$ cat src/rtl/core/gha_pkg.sv
package gha_pkg;

    localparam int SLOT_COUNT    = 1024;
    localparam int VERSION_BITS  = 12;
    localparam int LOCATION_BITS = 32;

    localparam int IDX_W = $clog2(SLOT_COUNT);
    localparam int CNT_W = $clog2(SLOT_COUNT + 1);
    localparam int REQ_W = 3;
    localparam int ST_W  = 2;

    // request codes
    localparam logic [REQ_W-1:0] REQ_CREATE   = 3'd0;
    localparam logic [REQ_W-1:0] REQ_DESTROY  = 3'd1;
    localparam logic [REQ_W-1:0] REQ_RELOCATE = 3'd2;
    localparam logic [REQ_W-1:0] REQ_LOCATE   = 3'd3;
    localparam logic [REQ_W-1:0] REQ_CONTAINS = 3'd4;

    // result status codes
    localparam logic [ST_W-1:0] ST_OK       = 2'd0;
    localparam logic [ST_W-1:0] ST_NOT_LIVE = 2'd1;
    localparam logic [ST_W-1:0] ST_FULL     = 2'd2;

    localparam logic [CNT_W-1:0] SLOT_LIMIT = CNT_W'(SLOT_COUNT);

    // controller -> datapath
    typedef struct packed {
        logic accept;   // request word taken this cycle
        logic pop;      // free stack read data is valid, latch the slot
        logic commit;   // update state and load the result register
    } t_cmd;

    // datapath -> controller
    typedef struct packed {
        logic is_create;
        logic stack_empty;
        logic out_busy;
    } t_sts;

endpackage

$ cat src/rtl/core/gha_ctrl.sv
module gha_ctrl
    import gha_pkg::*;
(
    input  logic i_clk,
    input  logic i_rst_n,
    input  logic i_req_valid,
    output logic o_req_ready,
    input  t_sts i_sts,
    output t_cmd o_cmd
);

    localparam logic [1:0] S_IDLE = 2'd0;
    localparam logic [1:0] S_POP  = 2'd1;
    localparam logic [1:0] S_EXEC = 2'd2;

    logic [1:0] r_state;
    logic [1:0] n_state;

    always_comb begin
        n_state      = r_state;
        o_req_ready  = 1'b0;
        o_cmd        = '0;
        case (r_state)
            S_IDLE: begin
                o_req_ready  = 1'b1;
                o_cmd.accept = i_req_valid;
                if (i_req_valid) begin
                    // reusing a freed slot needs the stack read before the version read
                    n_state = (i_sts.is_create && !i_sts.stack_empty) ? S_POP : S_EXEC;
                end
            end
            S_POP: begin
                o_cmd.pop = 1'b1;
                n_state   = S_EXEC;
            end
            S_EXEC: begin
                if (!i_sts.out_busy) begin
                    o_cmd.commit = 1'b1;
                    n_state      = S_IDLE;
                end
            end
            default: begin
                n_state = S_IDLE;
            end
        endcase
    end

    always_ff @(posedge i_clk) begin
        if (!i_rst_n) begin
            r_state <= S_IDLE;
        end else begin
            r_state <= n_state;
        end
    end

endmodule

$ cat config.mk
export PLATFORM = sky130hd
export DESIGN_NAME = gha_ctrl
export DESIGN_NICKNAME = d
export VERILOG_FILES = /design/src/rtl/core/gha_pkg.sv /design/src/rtl/core/gha_ctrl.sv
export SDC_FILE = /design/constraint.sdc
export NUM_CORES = 1
export LEC_CHECK = 0
export ABC_AREA = 1
export BUFFER_PORTS_ARGS = -buffer_cell sky130_fd_sc_hd__buf_2
export CORE_AREA = 2 2 39 41
export DETAILED_ROUTE_END_ITERATION = 12
export DIE_AREA = 0 0 41 43
export GPL_ROUTABILITY_DRIVEN = 0
export GPL_TIMING_DRIVEN = 0
export MAX_ROUTING_LAYER = met4
export PLACE_DENSITY = 0.38
export SLEW_MARGIN = 20
export SYNTH_ARGS = -nofsm -noshare
export SYNTH_HDL_FRONTEND = slang
export SYNTH_SLANG_ARGS = --single-unit
$ cat constraint.sdc
create_clock -name i_clk -period 2 [get_ports i_clk]
set_input_delay 0.4 -clock i_clk [delete_from_list [all_inputs] [get_ports i_clk]]
set_output_delay 0.4 -clock i_clk [all_outputs]
set_load 0.005 [all_outputs]
==> results.md, run 1 <==
- Rows: 14
- Reg power frac: 0.281
- Die Area: roughly 0.0018 sq mm
- Area Growth Syn to Fin: 75.3%
- Final ANT Viol Nets: 0
- Root Driver: clkbuf_4
- Critical path startpoint: r_state[1]
- Slew @ Worst Pin: about 140 ps
- ANT cells: 0
- Hold Violations, Final: 0
- Avg Synthesized Cell Area: between 5 and 6 sq um
- CP Capture Type: primary output
- Number of detailed-route iterations in the first pass: 2
- Switching Share: 0.241
- Int Pwr: 121 uW
- DRC viols: 0
- Crit path buffers/inverters: 2
- Dpl cells: 46
- GR Util All Layers: 0.0410
- Leakage power: ~0.00013 uW
- Final setup skew: 0.406 ps
- Vias in the first global route: approximately 120
- Most frequent cells in the layout: 9 x buf_2, 5 x nand2_1, 5 x inv_1, 5 x nor2_1, 3 x clkbuf_4
- Fmax: 766 MHz
- Final wirelength: approximately 310 microns
- Mean routed wirelength per cell: ~6.3 microns
- Max reg flops: 2
- Clk pin slew, worst setup/hold paths: 30 ps
- Vias: 156
- Slew HR: 0.904
- CTS Buf Count: 3
- CTS tree: built
- # H-tree levels: 1
- Initial antenna violation count: 0
- I/O Pins: 10
- Post-Syn Instances: 21
- Max Cap Viol: 0
- Max Transition Viols Final: 0
- Distinct cells, synth: 8
- Outcome: finished, final reports clean
- Seq/Total Area, Yosys: 0.344
- Vias per cell: ~3.2
- IO Port Bufs: 9
- Biggest regs: r_state x2
- Post-route setup slack: around 690 ps
- First-pass GRT wire length: 372 microns
- Yosys Warn Count: 0
- Largest Register: r_state
- Mapped cell area: between 100 and 150 sq um
- Crit-path max FO: 3
- Layout Cells excl Fill: 49
- Clk pwr share: 0.570
- Grt ovf: 0
- # resized after CTS: 0
- NumNets Final: 41
- CP max-delay cell: dfxtp_1
- # setup viols final: 0
- Clock Latency Late Sink: between 200 and 250 ps
- Setup WS pre-CTS: 800 ps
- Post-CTS Repair Setup Buffers: 0
- Largest net degree at the start of global routing: 5
- Fin crit share: 0.653
- DR iter-0 viols: 3
- Most common cell after layout, fill and taps aside: buf_2
- Synth Register Bits: 2
- Max VDD drop: roughly 140 uV
- Type of element launching the critical path: register
- Comb pwr share: 0.149
- Tmin final: ~1300 ps
- Core area: 0.00138 sq mm
- HP Start: i_rst_n
- Share of cells above drive strength 1: 0.424
- RSZ-0062 raised after global routing: no
- CTS hold repair buffers: 0
- Reg-to-Reg Start: r_state[1]
- CTS Buffer Depth: 2
- Hold Crit Class: in -> reg
- Hpwl dp: around 240 microns
- Setup tns final: 0 ps
- DIE WIDTH: between 40 and 50 microns
- Cell Chain, Critical Path: inv_2 > nor3_1 > buf_2
- Cell family with the largest share of critical-path delay: flip-flops
- Crit path kind: reg -> out
- Die Ht: roughly 43 microns
- Syn_nets: 27
- Sw power: ~38 uW
- Worst EP required: 1600 ps
- Power density over the cells: just under 800 mW/mm^2
- Worst path arrival time: between 900 and 1000 ps
- Starting Density: 0.0841
- CTS sink cnt: 2
- CP max stage delay: 360 ps
## synth_stat cells
library cell	instances	area (sq um)
dfxtp_1	2	40.0
inv_1	5	18.8
inv_2	1	3.75
nand2_1	5	18.8
nand3_1	1	5.00
nor2_1	5	18.8
nor2_2	1	6.26
nor3_1	1	5.00
## cell families (layout without fill, tap and decap cells)
family | after synthesis | after routing | share of synthesized area
flip-flops | 2 | 2 | 0.344
AND/OR/NAND/NOR | 13 | 13 | 0.462
buffers and inverters | 6 | 18 | 0.194
## power by group through the flow
stage | sequential (uW) | clock [uW] | combinational (uW)
floorplan | 45.0 | 0 | 12.4
global placement | 45.3 | 0 | 24.3
detailed placement | 45.2 | 0 | 24.2
CTS | 44.7 | 97.8 | 24.3
global route | 45.0 | 99.6 | 27.4
finish | 44.7 | 90.7 | 23.8
## routing by layer
metal  vias up  track usage  wire length (microns)
met5         -            -                      0
met4         0       0.0600                      0
met3         0       0.0314                     35
met2         6       0.0469                    144
met1        66       0.0318                    128
li1         84            -                      -
## tightest hold or removal path: cells and delay by family
| kind | cells | cell delay [ps] |
|---|---|---|
| buffers and inverters | 2 | 150 |
| AND/OR/NAND/NOR | 1 | 30 |
## cell type report
| class | instances | area, sq um |
|---|---|---|
| Fill cell | 171 | 1180 |
| Clock buffer | 3 | 22.5 |
| Tap cell | 16 | 20.0 |
| Multi-Input combinational cell | 13 | 53.8 |
| Inverter | 6 | 22.5 |
| Timing Repair Buffer | 9 | 45.0 |
| Sequential cell | 2 | 40.0 |
## final timing paths
path | to | slack (ps) | depth (start not counted)
max | o_cmd[0] | 690 | 3
min | r_state[1] | 400 | 3
max reg2reg | r_state[1] | 1220 | 5
min reg2reg | r_state[0] | 590 | 3
## stage by stage
step                area, sq um  utilization  total power (uW)  hold slack [ps]
floorplan                   116            -              57.4              512
global placement            181        0.131              69.6              594
detailed placement          181        0.131              69.4              589
CTS                         204        0.147               167              395
global route                204        0.147               172              415
finish                      204        0.147               159              404
Power figures use the tool's default switching activity.
==> run 2: changes to the inputs <==
--- a/config.mk
+++ b/config.mk
@@ -13,7 +13,7 @@
 export GPL_ROUTABILITY_DRIVEN = 0
 export GPL_TIMING_DRIVEN = 0
 export MAX_ROUTING_LAYER = met4
-export PLACE_DENSITY = 0.38
+export PLACE_DENSITY = 0.39
 export SLEW_MARGIN = 20
 export SYNTH_ARGS = -nofsm -noshare
 export SYNTH_HDL_FRONTEND = slang
==> constraint.sdc (replaced) <==
create_clock -name i_clk -period 1.2 [get_ports i_clk]
set_input_delay 0.24 -clock i_clk [delete_from_list [all_inputs] [get_ports i_clk]]
set_output_delay 0.24 -clock i_clk [all_outputs]
set_load 0.005 [all_outputs]
==> run 2 against run 1 <==
Compared with the run above: via count is 0.64% higher; sequential share of layout area about the same; clock power increased by 62%; non-clock buffer count is the same; combinational power up 71%; worst hold slack worse by 160 ps; clock skew increased by 2.6 ps; register-to-register slack lost 810 ps; critical path type unchanged.
==> results.md, run 2 (synthesis gave the netlist of run 1 again) <==
- Vias in the first global route: approximately 120
- Power density over the cells: ~1300 mW/mm^2
- Setup tns final: 0 ps
- Leakage power: ~0.00013 uW
- ANT cells: 0
- Reg power frac: 0.287
- Tmin final: between 1000 and 1500 ps
- Depth of the most critical reg-to-reg path: 5
- Cell Chain, Critical Path: nor2_2 > nand2_1 > inv_1 > buf_2
- I/O Pins: 10
- CTS hold repair buffers: 0
- Largest net degree at the start of global routing: 5
- Rows: 14
- Fmax: just under 900 MHz
- Final wirelength: just over 300 microns
- Worst path arrival time: a little under 900 ps
- Vias: 157
- Slew HR: 0.892
- First-pass GRT wire length: about 430 microns
- Max reg flops: 2
- # setup viols final: 0
- CTS tree: built
- Max Cap Viol: 0
- GRT Max-Usage Layer: met3
- Largest Register: r_state
- GR Util met2: 0.0469
- Hpwl dp: 252 microns
- Worst hold path endpoint: r_state[1]
- Vias per cell: 3.20
- Share of cells above drive strength 1: 0.485
- CP max-delay cell: dfxtp_1
- Max VDD drop: 213 uV
- Fin crit share: 0.937
- CTS Buffer Depth: 2
- Starting Density: 0.0841
- Clock Latency Late Sink: around 220 ps
- Die Ht: approximately 43 microns
- Mean routed wirelength per cell: 6.16 microns
- Root Driver: clkbuf_4
- Grt ovf: 0
- Reg-to-Reg Start: r_state[0]
- CP Capture Type: primary output
- Sw power: 61.0 uW
- CTS Buf Count: 3
- Crit path kind: reg -> out
- Final setup skew: around 3.0 ps
- Comb pwr share: 0.154
- DIE WIDTH: just over 40 microns
- Layout Cells excl Fill: 49
- Int Pwr: about 200 uW
- Clk pin slew, worst setup/hold paths: 30 ps
- Die Area: 0.00176 sq mm
- Biggest regs: r_state x2
- Max Transition Viols Final: 0
- Core area: around 0.0014 sq mm
- # H-tree levels: 1
- Area Growth Syn to Fin: 80.6%
- CTS sink cnt: 2
- Total Power: between 200 and 300 uW
- Switching Share: 0.232
- HP Start: i_rst_n
- DR iter-0 viols: 0
- Worst EP required: between 900 and 1000 ps
- Crit path buffers/inverters: 2
- Hold Crit Class: in -> reg
- Initial antenna violation count: 0
- Type of element launching the critical path: register
- FF-to-FF setup slack: between 400 and 500 ps
- Crit-path max FO: 4
- CP max stage delay: around 380 ps
- Number of detailed-route iterations in the first pass: 1
- Clk pwr share: 0.559
- Hold Violations, Final: 0
- M3 GR Usage: 0.0628
- Final ANT Viol Nets: 0
- Dpl cells: 46
- Worst Hold Depth: 3
- IO Port Bufs: 9
- GR Util All Layers: 0.0462
- Cell family with the largest share of critical-path delay: flip-flops
- Slew @ Worst Pin: approximately 160 ps
- R2R Path End: r_state[1]
- NumNets Final: about 40
- Outcome: finished, final reports clean
- DRC viols: 0
- Most common cell after layout, fill and taps aside: buf_2
- Met1 Use GR: 0.0383
- Most frequent cells in the layout: 9 x buf_2, 5 x nand2_1, 5 x inv_1, 5 x nor2_1, 3 x clkbuf_4
- RSZ-0062 raised after global routing: no
-- run 2: area by class of cell --
class / instances / area [sq um]
Inverter: 6 / 22.5
Fill cell: 173 / 1170
Clock buffer: 3 / 22.5
Timing Repair Buffer: 9 / 45.0
Sequential cell: 2 / 41.3
Tap cell: 16 / 20.0
Multi-Input combinational cell: 13 / 58.8
-- run 2: worst max-delay path by stage --
stage / slack [ps] / startpoint / cells after the start / end
floorplan: 380 / r_state[1] / 3 / o_cmd[2]
global placement: 280 / r_state[1] / 3 / o_cmd[0]
detailed placement: 280 / r_state[1] / 3 / o_cmd[0]
CTS: 30 / r_state[1] / 3 / o_cmd[0]
global route: 0.4 / r_state[0] / 4 / o_cmd[2]
finish: 80 / r_state[0] / 4 / o_cmd[2]
-- run 2: power by group through the flow --
stage	combinational, uW	clock (uW)	sequential [uW]
final	40.6	147	75.5
after floorplan	20.7	0	74.9
after detailed placement	40.5	0	75.5
after global routing	47.7	169	75.6
after CTS	40.6	158	74.7
after global placement	40.4	0	75.5
-- run 2: repair_timing --
item | in CTS | in global routing
resized for setup | 0 | 2
setup endpoints to repair | 0 | 1
buffers inserted | 0 | 0
-- run 2: metrics by stage --
step	hold slack [ps]	instance area (sq um)	util	worst slack, ps
after floorplan	352	116	-	384
after global placement	476	181	0.131	284
after detailed placement	480	181	0.131	276
after CTS	243	204	0.147	33.7
after global routing	243	210	0.152	0.367
final	240	210	0.152	76.1
-- run 2: worst min-delay path: cells and delay by family --
family | cells | cell delay [ps]
simple gates | 1 | 30
buf+inv | 2 | 140
-- run 2: routing by layer --
layer / vias up / wire (microns)
met5: - / 0
met4: 0 / 0
met3: 0 / 45
met2: 6 / 124
met1: 66 / 133
li1: 85 / -
==> run 3: changes to the inputs <==
--- a/config.mk
+++ b/config.mk
@@ -7,9 +7,11 @@
 export LEC_CHECK = 0
 export ABC_AREA = 1
 export BUFFER_PORTS_ARGS = -buffer_cell sky130_fd_sc_hd__buf_2
-export CORE_AREA = 2 2 39 41
+export CAP_MARGIN = 5
+export CORE_AREA = 8 8 45 47
+export CTS_CLUSTER_DIAMETER = 30
 export DETAILED_ROUTE_END_ITERATION = 12
-export DIE_AREA = 0 0 41 43
+export DIE_AREA = 0 0 53 55
 export GPL_ROUTABILITY_DRIVEN = 0
 export GPL_TIMING_DRIVEN = 0
 export MAX_ROUTING_LAYER = met4
==> run 3 against run 2 <==
Compared with the run above: largest power group unchanged; utilization grew 0.72 points; final cell count up 4.1%; sequential share of layout area down 0.89 points; critical endpoint is now o_cmd[0]; clock skew fell by 2.4 ps; wire length rose by 25%; fmax is 1.3% lower; clock power is essentially flat.
==> results.md, run 3 (synthesis gave the netlist of run 1 again) <==
- Outcome: finished, final reports clean
- Depth of the most critical reg-to-reg path: 4
- I/O Pins: 10
- Clock Latency Late Sink: 220 ps
- CP Capture Type: primary output
- Max VDD drop: 196 uV
- Biggest regs: r_state x2
- Total Power: 273 uW
- CTS tree: built
- DRC viols: 0
- Largest Register: r_state
- # setup viols final: 0
- ANT cells: 0
- Most frequent cells in the layout: 9 x buf_2, 5 x nand2_1, 5 x inv_1, 5 x nor2_1, 3 x clkbuf_4
- Tmin final: ~1100 ps
- Most common cell after layout, fill and taps aside: buf_2
- Hold Violations, Final: 0
- Leakage power: roughly 0.00014 uW
- Rows: 14
- CTS Buf Count: 3
- NumNets Final: 43
- Type of element launching the critical path: register
- Hold Crit Class: in -> reg
- Vias: about 170
- Number of detailed-route iterations in the first pass: 1
- Final setup skew: 0.615 ps
- CP max-delay cell: dfxtp_1
- Vias per cell: between 3 and 4
- Root Driver: clkbuf_4
- CP max stage delay: 370 ps
- # H-tree levels: 1
- Die Area: 0.00292 sq mm
- Largest net degree at the start of global routing: 5
- DIE WIDTH: between 50 and 60 microns
- Power density over the cells: between 1000 and 1500 mW/mm^2
- Final wirelength: approximately 380 microns
- Initial antenna violation count: 0
- Grt ovf: 0
- Mean routed wirelength per cell: roughly 7.4 microns
- Hpwl dp: 309 microns
- Crit path kind: reg -> out
- IO Port Bufs: 9
- Core area: around 0.0014 sq mm
- Share of cells above drive strength 1: 0.486
- Vias in the first global route: ~170
- Dpl cells: 46
- Slew @ Worst Pin: 141 ps
- Slew HR: 0.906
- Cell Chain, Critical Path: inv_2 > nor3_1 > buf_2
- Fin crit share: 0.949
- DR iter-0 viols: 0
- Layout Cells excl Fill: 51
- Max Cap Viol: 0
- GR Util All Layers: 0.0360
- Fmax: 878 MHz
- Clk pin slew, worst setup/hold paths: around 30 ps
- Max reg flops: 2
- Worst path arrival time: 900 ps
- Area Growth Syn to Fin: 89.2%
- Max Transition Viols Final: 0
- CTS Buffer Depth: 2
- CTS sink cnt: 2
- Final ANT Viol Nets: 0
- Crit-path max FO: 3
- Starting Density: 0.0841
- First-pass GRT wire length: 621 microns
- Worst EP required: 960 ps
- Die Ht: around 55 microns
- Worst Hold Depth: 3
## run 3: cell types whose count changed in the layout (fill, tap and decap cells not counted)
cell	previous run	this run
buf_4	0	2
nor3_2	1	0
nor3_1	0	1
## run 3: final timing paths
kind	endpoint	startpoint	slack [ps]
worst max register to register	r_state[0]	r_state[0]	400
worst max-delay path	o_cmd[0]	r_state[1]	60
worst min register to register	r_state[1]	r_state[0]	620
worst min-delay path	r_state[1]	i_rst_n	240
## run 3: repair_timing
item	4_1_cts	5_1_grt
buffers inserted	0	2
hold buffers	0	0
endpoints found under the setup margin	0	1
resized for setup	0	1
## run 3: routing by layer
layer  track usage  part of all wire  vias to the layer above
met1        0.0212              0.34                       71
met3        0.0508              0.22                        0
li1              -                 -                       90
met2        0.0430              0.43                        6
met4        0.0388                 0                        0
met5             -                 0                        -
## run 3: critical path, delay by kind of cell, from the launching register on
kind	cells	cell delay, ps
buffers and inverters	2	200
flip-flops	1	370
AND/OR/NAND/NOR	1	110
## run 3: layout make-up
cell class | instances | area (sq um)
Fill cell | 171 | 1160
Multi-Input combinational cell | 13 | 53.8
Timing Repair Buffer | 11 | 60.1
Clock buffer | 3 | 22.5
Tap cell | 16 | 20.0
Sequential cell | 2 | 41.3
Inverter | 6 | 22.5
## run 3: per-stage QoR
step	utilization	setup TNS [ps]	hold WS (ps)	setup slack [ps]	cell area (sq um)
final	0.159	0	243	61.6	220
after global routing	0.159	-12.6	239	-10.9	220
after CTS	0.147	0	237	42.2	204
after detailed placement	0.131	0	478	287	181
after global placement	0.131	0	476	280	181
after floorplan	-	0	352	384	116
## run 3: power by group
| group | internal, uW | switching (uW) | total (uW) | leakage [uW] |
|---|---|---|---|---|
| clock network | 110 | 39.0 | 149 | 0.0000138 |
| registers | 71.0 | 3.99 | 75.0 | 0.0000169 |
| logic | 26.6 | 21.5 | 48.1 | 0.000105 |
| total | 208 | 64.5 | 273 | 0.000136 |
